===== src/rtl/core/turnstile_gate_sequencer_core_defines.svh =====
// Assertion macros for the turnstile gate sequencer core.
// Included by files that check their own logic; no other dependencies.
`ifndef TURNSTILE_GATE_SEQUENCER_CORE_DEFINES_SVH
`define TURNSTILE_GATE_SEQUENCER_CORE_DEFINES_SVH

`ifndef NO_ASSERTIONS
// Check a property on every rising edge outside reset.
`define TGS_ASSERT(lbl, clk, rstn, prop) \
  lbl: assert property (@(posedge clk) disable iff (!(rstn)) (prop)) \
    else $error("tgs assertion failed");
// Check a property on every rising edge, reset included.
`define TGS_ASSERT_ALWAYS(lbl, clk, prop) \
  lbl: assert property (@(posedge clk) (prop)) \
    else $error("tgs assertion failed");
`else
`define TGS_ASSERT(lbl, clk, rstn, prop)
`define TGS_ASSERT_ALWAYS(lbl, clk, prop)
`endif

`endif


===== src/rtl/core/tgs_pkg.sv =====
// Types and constants of the turnstile gate sequencer.
// No dependencies; used by the channel interface users and the core.
`timescale 1ns / 1ps

package tgs_pkg;

  localparam int unsigned CfgAddrWidth = 5;
  localparam int unsigned CfgDataWidth = 32;
  localparam int unsigned RegWidth     = 8;

  // register indexes
  localparam logic [2:0] RegLockShort = 3'd0;
  localparam logic [2:0] RegLockMid   = 3'd1;
  localparam logic [2:0] RegLockLong  = 3'd2;
  localparam logic [2:0] RegDebounce  = 3'd3;
  localparam logic [2:0] RegErrBuzz   = 3'd4;

  localparam logic [RegWidth-1:0] LockShortRst = 8'd3;
  localparam logic [RegWidth-1:0] LockMidRst   = 8'd6;
  localparam logic [RegWidth-1:0] LockLongRst  = 8'd10;
  localparam logic [RegWidth-1:0] DebounceRst  = 8'd10;
  localparam logic [RegWidth-1:0] ErrBuzzRst   = 8'd100;

  // drive bit positions
  localparam int unsigned DrvSol1 = 0;
  localparam int unsigned DrvSol2 = 1;
  localparam int unsigned DrvLed1 = 2;
  localparam int unsigned DrvLed2 = 3;
  localparam int unsigned DrvBuzz = 4;
  localparam int unsigned DrvBeat = 5;

  // phase codes as reported on the result beat
  localparam logic [3:0] PhInitCode     = 4'd0;
  localparam logic [3:0] PhSenseCode    = 4'd1;
  localparam logic [3:0] PhDeb1Code     = 4'd2;
  localparam logic [3:0] PhDeb2Code     = 4'd3;
  localparam logic [3:0] PhSetTimerCode = 4'd4;
  localparam logic [3:0] PhBuzzWaitCode = 4'd5;
  localparam logic [3:0] PhCheckCode    = 4'd6;
  localparam logic [3:0] PhOnCode       = 4'd7;
  localparam logic [3:0] PhTimingCode   = 4'd8;
  localparam logic [3:0] PhOffCode      = 4'd9;
  localparam logic [3:0] PhResetCode    = 4'd10;

  typedef enum logic [10:0] {
    PH_INIT      = 11'b000_0000_0001,
    PH_SENSE     = 11'b000_0000_0010,
    PH_DEB1      = 11'b000_0000_0100,
    PH_DEB2      = 11'b000_0000_1000,
    PH_SETTIMER  = 11'b000_0001_0000,
    PH_BUZZWAIT  = 11'b000_0010_0000,
    PH_CHECK     = 11'b000_0100_0000,
    PH_ON        = 11'b000_1000_0000,
    PH_TIMING    = 11'b001_0000_0000,
    PH_OFF       = 11'b010_0000_0000,
    PH_RESET     = 11'b100_0000_0000
  } phase_e;

  typedef struct packed {
    logic grant1_n;
    logic grant2_n;
    logic sel_short_n;
    logic sel_mid_n;
    logic sel_long_n;
    logic prox_level;
    logic prox_event;
    logic lock_tick;
    logic ms_tick;
    logic beat_tick;
  } in_item_t;

  typedef struct packed {
    logic       solenoid1;
    logic       solenoid2;
    logic       gate1_led;
    logic       gate2_led;
    logic       buzzer;
    logic       heartbeat_led;
    logic [3:0] phase;
  } out_item_t;

  function automatic logic [3:0] phase_code(input phase_e ph);
    logic [3:0] code;
    case (ph)
      PH_INIT:     code = PhInitCode;
      PH_SENSE:    code = PhSenseCode;
      PH_DEB1:     code = PhDeb1Code;
      PH_DEB2:     code = PhDeb2Code;
      PH_SETTIMER: code = PhSetTimerCode;
      PH_BUZZWAIT: code = PhBuzzWaitCode;
      PH_CHECK:    code = PhCheckCode;
      PH_ON:       code = PhOnCode;
      PH_TIMING:   code = PhTimingCode;
      PH_OFF:      code = PhOffCode;
      PH_RESET:    code = PhResetCode;
      default:     code = PhResetCode;
    endcase
    return code;
  endfunction

endpackage


===== src/rtl/core/tgs_chan_if.sv =====
// Valid/ready channel carrying one payload beat per handshake.
// Payload type is set per instance, usually from tgs_pkg.
`timescale 1ns / 1ps

interface tgs_chan_if #(
  parameter type payload_t = logic
) ();
  logic     valid;
  logic     ready;
  payload_t data;

  modport source (output valid, output data, input ready);
  modport sink (input valid, input data, output ready);
endinterface


===== src/rtl/core/turnstile_gate_sequencer_core.sv =====
// Turnstile gate sequencer: each accepted input beat gives one registered result beat.
// Throughput one beat per cycle; the whole step for a beat is evaluated in
// the accepting cycle and lands in the result register, which also decouples
// the two sides, so input is taken whenever the result slot is empty or drains.
// Reset (async, active low) returns to the init phase with all flags, counters
// and drives cleared and the configuration registers at their defaults.
`timescale 1ns / 1ps
`include "turnstile_gate_sequencer_core_defines.svh"

module turnstile_gate_sequencer_core #(
  parameter int unsigned COUNT_WIDTH = 8
) (
  input  logic                               clk_i,
  input  logic                               rst_ni,
  tgs_chan_if.sink                           in_i,
  tgs_chan_if.source                         out_o,
  input  logic                               psel,
  input  logic                               penable,
  input  logic                               pwrite,
  input  logic [tgs_pkg::CfgAddrWidth-1:0]   paddr,
  input  logic [tgs_pkg::CfgDataWidth-1:0]   pwdata,
  output logic [tgs_pkg::CfgDataWidth-1:0]   prdata,
  output logic                               pready
);

  localparam int unsigned ExtW = (COUNT_WIDTH > tgs_pkg::RegWidth) ?
                                 COUNT_WIDTH : tgs_pkg::RegWidth;
  localparam logic [COUNT_WIDTH-1:0] CountMax = {COUNT_WIDTH{1'b1}};
  localparam logic [COUNT_WIDTH-1:0] CountOne = COUNT_WIDTH'(1);

  function automatic logic [COUNT_WIDTH-1:0] sat_count(
    input logic [tgs_pkg::RegWidth-1:0] v
  );
    logic [ExtW-1:0] ext;
    ext = ExtW'(v);
    if (ext > ExtW'(CountMax)) begin
      return CountMax;
    end
    return COUNT_WIDTH'(ext);
  endfunction

  // ---------------- configuration registers ----------------
  logic [tgs_pkg::RegWidth-1:0] lock_short_q, lock_mid_q, lock_long_q;
  logic [tgs_pkg::RegWidth-1:0] debounce_q, err_buzz_q;
  logic                         cfg_wr;
  logic [2:0]                   cfg_idx;

  assign pready  = 1'b1;
  assign cfg_wr  = psel & penable & pwrite;
  assign cfg_idx = paddr[4:2];

  always_ff @(posedge clk_i or negedge rst_ni) begin
    if (!rst_ni) begin
      lock_short_q <= tgs_pkg::LockShortRst;
      lock_mid_q   <= tgs_pkg::LockMidRst;
      lock_long_q  <= tgs_pkg::LockLongRst;
      debounce_q   <= tgs_pkg::DebounceRst;
      err_buzz_q   <= tgs_pkg::ErrBuzzRst;
    end else if (cfg_wr) begin
      case (cfg_idx)
        tgs_pkg::RegLockShort: lock_short_q <= pwdata[tgs_pkg::RegWidth-1:0];
        tgs_pkg::RegLockMid:   lock_mid_q   <= pwdata[tgs_pkg::RegWidth-1:0];
        tgs_pkg::RegLockLong:  lock_long_q  <= pwdata[tgs_pkg::RegWidth-1:0];
        tgs_pkg::RegDebounce:  debounce_q   <= pwdata[tgs_pkg::RegWidth-1:0];
        tgs_pkg::RegErrBuzz:   err_buzz_q   <= pwdata[tgs_pkg::RegWidth-1:0];
        default: ;
      endcase
    end
  end

  always_comb begin
    case (cfg_idx)
      tgs_pkg::RegLockShort: prdata = tgs_pkg::CfgDataWidth'(lock_short_q);
      tgs_pkg::RegLockMid:   prdata = tgs_pkg::CfgDataWidth'(lock_mid_q);
      tgs_pkg::RegLockLong:  prdata = tgs_pkg::CfgDataWidth'(lock_long_q);
      tgs_pkg::RegDebounce:  prdata = tgs_pkg::CfgDataWidth'(debounce_q);
      tgs_pkg::RegErrBuzz:   prdata = tgs_pkg::CfgDataWidth'(err_buzz_q);
      default:               prdata = '0;
    endcase
  end

  // ---------------- sequencer state ----------------
  tgs_pkg::phase_e          phase_q, phase_d;
  logic                     g1_q, g1_d, g2_q, g2_d;
  logic                     loaded_q, loaded_d, expired_q, expired_d;
  logic                     running_q, running_d;
  logic [COUNT_WIDTH-1:0]   lock_q, lock_d, wait_q, wait_d, wait_dec;
  logic                     entered_q, entered_d, left_q, left_d;
  logic [5:0]               drv_q, drv_d;
  logic                     wait_over;

  logic                     in_fire, out_valid_q;
  tgs_pkg::out_item_t       out_data_q, out_data_d;
  tgs_pkg::in_item_t        it;

  assign in_i.ready = ~out_valid_q | out_o.ready;
  assign in_fire    = in_i.valid & in_i.ready;
  assign it         = in_i.data;

  // one ms-tick countdown step, shared by debounce and buzz waits
  assign wait_dec  = ((wait_q != '0) && it.ms_tick) ? (wait_q - CountOne) : wait_q;
  assign wait_over = (wait_dec == '0);

  always_comb begin
    phase_d   = phase_q;
    g1_d      = g1_q;
    g2_d      = g2_q;
    loaded_d  = loaded_q;
    expired_d = expired_q;
    running_d = running_q;
    lock_d    = lock_q;
    wait_d    = wait_q;
    entered_d = entered_q;
    left_d    = left_q;
    drv_d     = drv_q;

    // proximity first
    if (it.prox_event) begin
      if (!it.prox_level && !left_q) begin
        entered_d = 1'b1;
      end
      if (it.prox_level && entered_d) begin
        left_d = 1'b1;
      end
      if (!g1_q && !g2_q) begin
        entered_d = 1'b0;
        left_d    = 1'b0;
      end
      if (entered_d && left_d) begin
        phase_d = tgs_pkg::PH_OFF;
      end
    end

    // then the lock tick; hold at one and flag expiry
    if (it.lock_tick && running_q) begin
      if (lock_q == CountOne) begin
        expired_d = 1'b1;
      end else begin
        lock_d = lock_q - CountOne;
      end
    end

    case (phase_d)
      tgs_pkg::PH_INIT: begin
        phase_d = tgs_pkg::PH_SENSE;
      end
      tgs_pkg::PH_SENSE: begin
        if (!it.grant1_n) begin
          wait_d  = sat_count(debounce_q);
          phase_d = tgs_pkg::PH_DEB1;
        end else if (!it.grant2_n) begin
          wait_d  = sat_count(debounce_q);
          phase_d = tgs_pkg::PH_DEB2;
        end
      end
      tgs_pkg::PH_DEB1: begin
        wait_d = wait_dec;
        if (wait_over) begin
          if (!it.grant1_n) begin
            g1_d    = 1'b1;
            phase_d = tgs_pkg::PH_SETTIMER;
          end else begin
            phase_d = tgs_pkg::PH_SENSE;
          end
        end
      end
      tgs_pkg::PH_DEB2: begin
        wait_d = wait_dec;
        if (wait_over) begin
          if (!it.grant2_n) begin
            g2_d    = 1'b1;
            phase_d = tgs_pkg::PH_SETTIMER;
          end else begin
            phase_d = tgs_pkg::PH_SENSE;
          end
        end
      end
      tgs_pkg::PH_SETTIMER: begin
        if (!g1_q && !g2_q) begin
          phase_d = tgs_pkg::PH_RESET;
        end else if (!it.sel_short_n) begin
          lock_d   = sat_count(lock_short_q);
          loaded_d = 1'b1;
          phase_d  = tgs_pkg::PH_CHECK;
        end else if (!it.sel_mid_n) begin
          lock_d   = sat_count(lock_mid_q);
          loaded_d = 1'b1;
          phase_d  = tgs_pkg::PH_CHECK;
        end else if (!it.sel_long_n) begin
          lock_d   = sat_count(lock_long_q);
          loaded_d = 1'b1;
          phase_d  = tgs_pkg::PH_CHECK;
        end else begin
          drv_d[tgs_pkg::DrvBuzz] = 1'b1;
          wait_d  = sat_count(err_buzz_q);
          phase_d = tgs_pkg::PH_BUZZWAIT;
        end
      end
      tgs_pkg::PH_BUZZWAIT: begin
        wait_d = wait_dec;
        if (wait_over) begin
          phase_d = tgs_pkg::PH_RESET;
        end
      end
      tgs_pkg::PH_CHECK: begin
        phase_d = ((g1_q || g2_q) && loaded_q) ? tgs_pkg::PH_ON : tgs_pkg::PH_RESET;
      end
      tgs_pkg::PH_ON: begin
        if (loaded_q && g1_q) begin
          drv_d[tgs_pkg::DrvSol1] = 1'b1;
          drv_d[tgs_pkg::DrvLed1] = 1'b1;
          drv_d[tgs_pkg::DrvBuzz] = 1'b1;
          running_d = 1'b1;
          phase_d   = tgs_pkg::PH_TIMING;
        end else if (loaded_q && g2_q) begin
          drv_d[tgs_pkg::DrvSol2] = 1'b1;
          drv_d[tgs_pkg::DrvLed2] = 1'b1;
          drv_d[tgs_pkg::DrvBuzz] = 1'b1;
          running_d = 1'b1;
          phase_d   = tgs_pkg::PH_TIMING;
        end else begin
          phase_d = tgs_pkg::PH_RESET;
        end
      end
      tgs_pkg::PH_TIMING: begin
        if (expired_d) begin
          expired_d = 1'b0;
          running_d = 1'b0;
          phase_d   = tgs_pkg::PH_OFF;
        end
      end
      tgs_pkg::PH_OFF: begin
        running_d = 1'b0;
        expired_d = 1'b0;
        drv_d[tgs_pkg::DrvSol1] = 1'b0;
        drv_d[tgs_pkg::DrvSol2] = 1'b0;
        phase_d = tgs_pkg::PH_RESET;
      end
      tgs_pkg::PH_RESET: begin
        g1_d      = 1'b0;
        g2_d      = 1'b0;
        loaded_d  = 1'b0;
        expired_d = 1'b0;
        entered_d = 1'b0;
        left_d    = 1'b0;
        lock_d    = '0;
        drv_d[tgs_pkg::DrvBuzz] = 1'b0;
        drv_d[tgs_pkg::DrvLed1] = 1'b0;
        drv_d[tgs_pkg::DrvLed2] = 1'b0;
        phase_d = tgs_pkg::PH_INIT;
      end
      default: begin
        phase_d = tgs_pkg::PH_RESET;
      end
    endcase

    if (it.beat_tick) begin
      drv_d[tgs_pkg::DrvBeat] = ~drv_d[tgs_pkg::DrvBeat];
    end

    out_data_d.solenoid1     = drv_d[tgs_pkg::DrvSol1];
    out_data_d.solenoid2     = drv_d[tgs_pkg::DrvSol2];
    out_data_d.gate1_led     = drv_d[tgs_pkg::DrvLed1];
    out_data_d.gate2_led     = drv_d[tgs_pkg::DrvLed2];
    out_data_d.buzzer        = drv_d[tgs_pkg::DrvBuzz];
    out_data_d.heartbeat_led = drv_d[tgs_pkg::DrvBeat];
    out_data_d.phase         = tgs_pkg::phase_code(phase_d);
  end

  // advance state only on an accepted beat
  always_ff @(posedge clk_i or negedge rst_ni) begin
    if (!rst_ni) begin
      phase_q   <= tgs_pkg::PH_INIT;
      g1_q      <= 1'b0;
      g2_q      <= 1'b0;
      loaded_q  <= 1'b0;
      expired_q <= 1'b0;
      running_q <= 1'b0;
      lock_q    <= '0;
      wait_q    <= '0;
      entered_q <= 1'b0;
      left_q    <= 1'b0;
      drv_q     <= '0;
    end else if (in_fire) begin
      phase_q   <= phase_d;
      g1_q      <= g1_d;
      g2_q      <= g2_d;
      loaded_q  <= loaded_d;
      expired_q <= expired_d;
      running_q <= running_d;
      lock_q    <= lock_d;
      wait_q    <= wait_d;
      entered_q <= entered_d;
      left_q    <= left_d;
      drv_q     <= drv_d;
    end
  end

  always_ff @(posedge clk_i or negedge rst_ni) begin
    if (!rst_ni) begin
      out_valid_q <= 1'b0;
    end else if (in_fire) begin
      out_valid_q <= 1'b1;
    end else if (out_o.ready) begin
      out_valid_q <= 1'b0;
    end
  end

  always_ff @(posedge clk_i) begin
    if (in_fire) begin
      out_data_q <= out_data_d;
    end
  end

  assign out_o.valid = out_valid_q;
  assign out_o.data  = out_data_q;

  // ---------------- checks ----------------
  `TGS_ASSERT(a_sol_excl, clk_i, rst_ni, !(drv_q[tgs_pkg::DrvSol1] && drv_q[tgs_pkg::DrvSol2]))
  `TGS_ASSERT(a_run_phase, clk_i, rst_ni, running_q |-> (phase_q == tgs_pkg::PH_TIMING || phase_q == tgs_pkg::PH_OFF))
  `TGS_ASSERT(a_no_overrun, clk_i, rst_ni, !(out_valid_q && !out_o.ready && in_fire))
  `TGS_ASSERT(a_result_follows, clk_i, rst_ni, in_fire |=> out_valid_q)

endmodule

===== src/flat_wrapper.sv =====
// flat-port wrapper written by rule: the top's interface ports become plain ports
module turnstile_gate_sequencer_core_flat 
#(
  parameter int unsigned COUNT_WIDTH = 8
)
  (clk_i, rst_ni, psel, penable, pwrite, paddr, pwdata, prdata, pready, in_i_valid, in_i_data, in_i_ready, out_o_valid, out_o_data, out_o_ready);
  tgs_chan_if in_i_i ();
  tgs_chan_if out_o_i ();
  input  logic clk_i;
  input  logic rst_ni;
  input  logic psel;
  input  logic penable;
  input  logic pwrite;
  input  logic [tgs_pkg::CfgAddrWidth-1:0] paddr;
  input  logic [tgs_pkg::CfgDataWidth-1:0] pwdata;
  output logic [tgs_pkg::CfgDataWidth-1:0] prdata;
  output logic pready;
  input wire logic [$bits(in_i_i.valid)-1:0] in_i_valid;
  input wire logic [$bits(in_i_i.data)-1:0] in_i_data;
  output wire logic [$bits(in_i_i.ready)-1:0] in_i_ready;
  output wire logic [$bits(out_o_i.valid)-1:0] out_o_valid;
  output wire logic [$bits(out_o_i.data)-1:0] out_o_data;
  input wire logic [$bits(out_o_i.ready)-1:0] out_o_ready;
  assign in_i_i.valid = in_i_valid;
  assign in_i_i.data = in_i_data;
  assign in_i_ready = in_i_i.ready;
  assign out_o_valid = out_o_i.valid;
  assign out_o_data = out_o_i.data;
  assign out_o_i.ready = out_o_ready;
  turnstile_gate_sequencer_core #(.COUNT_WIDTH(COUNT_WIDTH)) u_core (.clk_i(clk_i), .rst_ni(rst_ni), .in_i(in_i_i), .out_o(out_o_i), .psel(psel), .penable(penable), .pwrite(pwrite), .paddr(paddr), .pwdata(pwdata), .prdata(prdata), .pready(pready));
endmodule

===== config.mk =====
export PLATFORM = sky130hd
export DESIGN_NAME = turnstile_gate_sequencer_core_flat
export DESIGN_NICKNAME = d
export VERILOG_FILES = /design/src/rtl/core/tgs_pkg.sv /design/src/rtl/core/tgs_chan_if.sv /design/src/rtl/core/turnstile_gate_sequencer_core.sv /design/src/flat_wrapper.sv
export VERILOG_INCLUDE_DIRS = /design/src /design/src/rtl/core
export SDC_FILE = /design/constraint.sdc
export NUM_CORES = 1
export LEC_CHECK = 0
export CAP_MARGIN = 10
export CELL_PAD_IN_SITES_DETAIL_PLACEMENT = 1
export CELL_PAD_IN_SITES_GLOBAL_PLACEMENT = 2
export CORE_MARGIN = 5
export CORE_UTILIZATION = 42
export CTS_BUF_LIST = sky130_fd_sc_hd__clkbuf_2 sky130_fd_sc_hd__clkbuf_4 sky130_fd_sc_hd__clkbuf_8
export DETAILED_ROUTE_END_ITERATION = 10
export DONT_BUFFER_PORTS = 1
export HOLD_SLACK_MARGIN = 0.08
export PLACE_DENSITY_LB_ADDON = 0.25
export SLEW_MARGIN = 20
export SYNTH_ARGS = -nofsm -noshare
export SYNTH_HDL_FRONTEND = slang
export SYNTH_SLANG_ARGS = --single-unit

===== constraint.sdc =====
create_clock -name clk_i -period 2.64 [get_ports clk_i]
set_clock_uncertainty 0.15 [all_clocks]
set_input_delay 0.264 -clock clk_i [delete_from_list [all_inputs] [get_ports clk_i]]
set_output_delay 0.264 -clock clk_i [all_outputs]
set_load 0.01 [all_outputs]

# --- Word-level counts from Yosys, hierarchy flattened ---
# Index checks and enable logic that the tools add are counted.
op_classes:
  order_cmp: 1
  n_eq_ne: 27
  n_mux: 20
  bitwise: 5
  reduce_logical: 23
ops:
  columns: ["op", "n"]
  rows:
  - ["11-bit case mux with 9 select lines", 1]
  - ["11-bit two-way mux", 6]
  - ["8-bit case mux with 5 select lines", 1]
  - ["11-bit by 1-bit == test with 1-bit output (second input constant)", 2]
  - ["11-bit by 2-bit == test with 1-bit output (second input constant)", 2]
  - ["11-bit by 3-bit == test with 1-bit output (second input constant)", 2]
  - ["11-bit by 4-bit == test with 1-bit output (second input constant)", 2]
  - ["11-bit by 5-bit == test with 1-bit output (second input constant)", 2]
  - ["11-bit by 6-bit == test with 1-bit output (second input constant)", 2]
  - ["11-bit by 7-bit == test with 1-bit output (second input constant)", 2]
  - ["11-bit by 8-bit == test with 1-bit output (second input constant)", 2]
  - ["11-bit by 9-bit == test with 1-bit output (second input constant)", 2]
  - ["8-bit two-way mux", 2]
  - ["2-bit AND reduction", 6]
  - ["11-bit by 10-bit == test with 1-bit output (second input constant)", 1]
  - ["11-bit == test (second input constant)", 1]
  - ["1-bit case mux with 10 select lines", 1]
  - ["3-bit AND reduction", 3]
  - ["8-bit > comparator (second input constant)", 1]
  - ["8-bit zero test", 1]
  - ["2-bit nonzero test", 4]
  - ["3-bit by 2-bit == test with 1-bit output (second input constant)", 2]
  - ["1-bit two-way mux", 6]
  - ["1-bit case mux with 2 select lines", 3]
  - ["12 further kinds", 19]
totals:
  register_bits: 64
  elab_cells: 88

# --- Logic depth before layout (Yosys ltp) ---
depth:
  ltp_word: 6
  mapped_depth: 6

# --- Least setup slack after synthesis ---
# No wires, ideal clock.
synth_path:
  path_kind: "register -> register"
  start: "register u_core.phase_q[7]"
  end: "register u_core.phase_q[10]"
  setup_time_ns: 0.124
  arrival_ns: 1.742
  t_required_ns: 2.366
  slack_ns: 0.624
  path_stages_with_launch: 6
  path_buffers: 0
  path_cell_list: "dfrtp_1 > or4_4 > or3_4 > nor3_2 > nor3_1 > a211o_1"
synth_via:
  elab_chain_cells: 3
  elab_cells_between_ends: 12
synth_rtl:
  columns: ["item", "line_no", "rtl"]
  rows:
  - ["start: declaration", "turnstile_gate_sequencer_core.sv:83", "tgs_pkg::phase_e phase_q, phase_d;"]
  - ["start signal: assignment", "turnstile_gate_sequencer_core.sv:273", "phase_q <= tgs_pkg::PH_INIT;"]
  - ["start signal: assignment", "turnstile_gate_sequencer_core.sv:285", "phase_q <= phase_d;"]
  - ["11-bit by 3-bit == test with 1-bit output / 11-bit by 4-bit == test with 1-bit output (equally long branches)", null, null]
  - ["2-bit OR reduction (no line)", null, null]
  - ["11-bit case mux with 9 select lines (*)", "turnstile_gate_sequencer_core.sv:143", "case (phase_d)"]
# Every way passes the cells marked *; elsewhere a longest branch is shown, timed or not.
# A chain may end at the register's enable or synchronous reset.

# --- Final worst setup path ---
layout_path:
  start: "register u_core.phase_q[2]"
  end: "register u_core.phase_q[10]"
# The elaborated chain is that of the path after synthesis.

==> impl_results.md <==
* Port bufs at 0
* Setup TNS at 0 ns
* CTS tree: done
* Initial Util at 43.1%
* Synthesized flop and latch total at 64
* DIE WIDTH at 99.1 um
* Critical Path Slowest Stage Cell: a2111oi_0
* Hold WC Path Type: in2reg
* Slew Viols, Final at 0
* Clk pin slew, worst setup/hold paths at 0.08 ns
* Critical Path Max Stage Delay at 0.46 ns
* Io pins at 81
* Gpl congestion at 0.864
* PD cells at 795 mW/mm^2
* H-tree Lvls at 3
* Hpwl dp at 5230 um
* Final critical-path share of the clock period at 82.3%
* Final ANT Viol Nets at 0
* CP Class: reg2reg
* CTS Buf Count at 9
* Max frequency at 460 MHz
* YS warnings at 0
* Die height at 99.1 um
* Critical Path Source Type: flip-flop
* Vias at 2218
* RR Startpoint: u_core.phase_q[2]
* Leakage at 1.61 nW
* Largest net degree at the start of global routing at 64
* Synth cell types at 46
* Root buf cell: clkbuf_8
* Core ar. at 0.00773 mm^2
* Register area share after synthesis at 48.6%
* 1st-pass router iterations at 4
* DR WL/cell at 17.8 um
* Crit-path max FO at 6
* Post-synth ARST share at 98.4%
* Reg2reg setup slack at 0.47 ns
* Grt ovf at 0
* Gr usage total at 15.8%
* Post-synth top area share at 38.3%
* Worst Setup SP: u_core.phase_q[2]
* Synthesized area per cell at 11.3 um^2
* Status: finished clean
* Worst path arrival time at 2.25 ns
* IR drop worst, VDD at 381 uV
* Max-Cap Viols at 0
* Post-route cell area at 0.00369 mm^2
* Core Rows at 32
* Global-route wire length before repair at 12400 um
* Final nets at 355
* Hold Vio Cnt, Final at 0
* Top FF cell, synth: dfrtp_1
* Clk Latency, worst-skew pair at 0.34 ns
* Slew @ Worst Pin at 0.668 ns
* Diode count at 0
* Final wirelength at 7420 um
* Synth top area cells: dfrtp_1, mux2_2, dfstp_2
* R2R depth at 5
* Placed inst area at 0.00337 mm^2
* Critical path required time at 2.71 ns
* Die ar. at 0.00982 mm^2
* Iter 0 DRT Violations at 77
* Post-route DRC violation count at 0
* CP endpoint kind: flip-flop
* Worst r2r dst: u_core.phase_q[10]
* Clk sinks at 64
* Fin crit period at 2.17 ns
* Most frequent cells in the layout: mux2_2, dfrtp_1, conb_1
* Number of synthesized flops with an enable pin at 1
* Commonest non-fill, non-tap cell in the layout: mux2_2
* Final setup fails at 0
* Hold_ws at 0.113 ns
* Cells after Synth at 296
* Area added between synthesis and finish at 10.8%
* Share of cells above drive strength 1 at 32.7%
* Bufs on Longest Clock Path at 2
* Vias in the first global route at 2417
* Worst Setup EP: u_core.phase_q[10]
* Post-cts gate resize count at 0
* Initial antenna violation count at 0
* Vias per cell at 5.32
* Crit path cell chain: or2_1 > a2111oi_0 > o2111a_1 > nor3_1 > a211o_1
* Rel. slew slack at 55.3%
* Cell taking the most area after synthesis: dfrtp_1
* Cell area after synthesis at 0.00333 mm^2
* RSZ-0062 raised after global routing: no
[metrics by stage]
step           util (%)  total power, mW  setup WS [ns]  cells
2_1_floorplan         -             1.91          0.624    319
3_3_place_gp       43.6             2.05          0.495    390
3_5_place_dp       43.6             2.07          0.498    390
4_1_cts            47.8             2.97          0.481    417
5_1_grt            47.8             3.13          0.311    417
6_report           47.8             2.94          0.466    417
[kinds of logic after synthesis]
family / count (synthesis) / share of synthesized area (%)
xor gates and xnor gates: 5 / 1.31
DFF: 64 / 48.6
AOI/OAI and AO/OA: 45 / 9.35
buffers and inverters: 46 / 8.07
muxes: 56 / 19.3
and+or+nand+nor: 78 / 13.1
other: 2 / 0.225
[layout make-up]
class                           instances  area [um^2]
Inverter                                5         18.8
Fill cell                             848         4030
Timing Repair Buffer                   21          203
Tap cell                              102          128
Sequential cell                        64         1620
Clock inverter                          7         71.3
Clock buffer                            9          124
Multi-Input combinational cell        209         1530
[flip-flops by register name (all words and copies together), names as in the netlist]
register / count
u_core.err_buzz_q: 8
u_core.phase_q: 11
u_core.lock_short_q: 8
u_core.wait_dec: 8
u_core.g1_q: 1
u_core.loaded_q: 1
u_core.lock_mid_q: 8
u_core.out_o.data: 1
u_core.lock_long_q: 8
u_core.debounce_q: 8
u_core.out_o.valid: 1
u_core.g2_q: 1
[worst max-delay path, delay by kind of cell (launching register included)]
family           cells  cell delay, ns
flip-flops           1            0.44
AND/OR/NAND/NOR      2            0.39
AO/OA/AOI/OAI        3            1.08
[routing by layer]
metal  global-route usage, %  vias up  wire (um)
li1                        -     1053          -
met1                    19.7     1115       3270
met2                    26.3       39       3740
met3                    3.54       11        274
met4                    6.83        0        138
met5                       0        -          0
[worst min path at each step]
stage,cells after the start,start,slack (ns),to
after floorplan,0,rst_ni,-0.18,u_core.debounce_q[0]
after global placement,0,rst_ni,-0.18,u_core.phase_q[10]
after detailed placement,0,rst_ni,-0.18,u_core.phase_q[10]
after CTS,2,out_o_ready,0.10,u_core.out_o.valid
after global routing,2,out_o_ready,0.12,u_core.out_o.valid
final,2,out_o_ready,0.11,u_core.out_o.valid
[cell usage after synthesis (2+ instances only)]
master,n
nand3_1,10
clkbuf_1,14
xor2_1,3
nand3b_1,2
dfstp_2,12
a21oi_1,3
conb_1,2
buf_2,2
o22ai_1,7
nor2_1,19
nand2_1,12
o21ai_0,8
o31ai_1,2
nand2b_1,3
nor2b_1,3
nor4_1,4
inv_1,5
nor4b_1,3
nor3_2,2
or3_1,2
dfrtp_1,51
xnor2_1,2
buf_4,25
nor3_1,9
a31oi_1,2
a22oi_1,14
mux2_2,55
or4b_2,2
[timing repair]
action | 4_1_cts | 5_1_grt
hold buffers | 11 | 0
hold endpoints to repair | 104 | 0
endpoints found under the setup margin | 0 | 0
setup buffers | 0 | 0
[power breakdown]
part | internal [mW] | leakage (nW) | switching [mW]
clock network | 0.435 | 0.0916 | 0.405
logic | 0.352 | 0.713 | 0.401
registers | 1.20 | 0.805 | 0.146
total | 1.99 | 1.61 | 0.952
No activity file was read; power rests on OpenSTA's default activity.
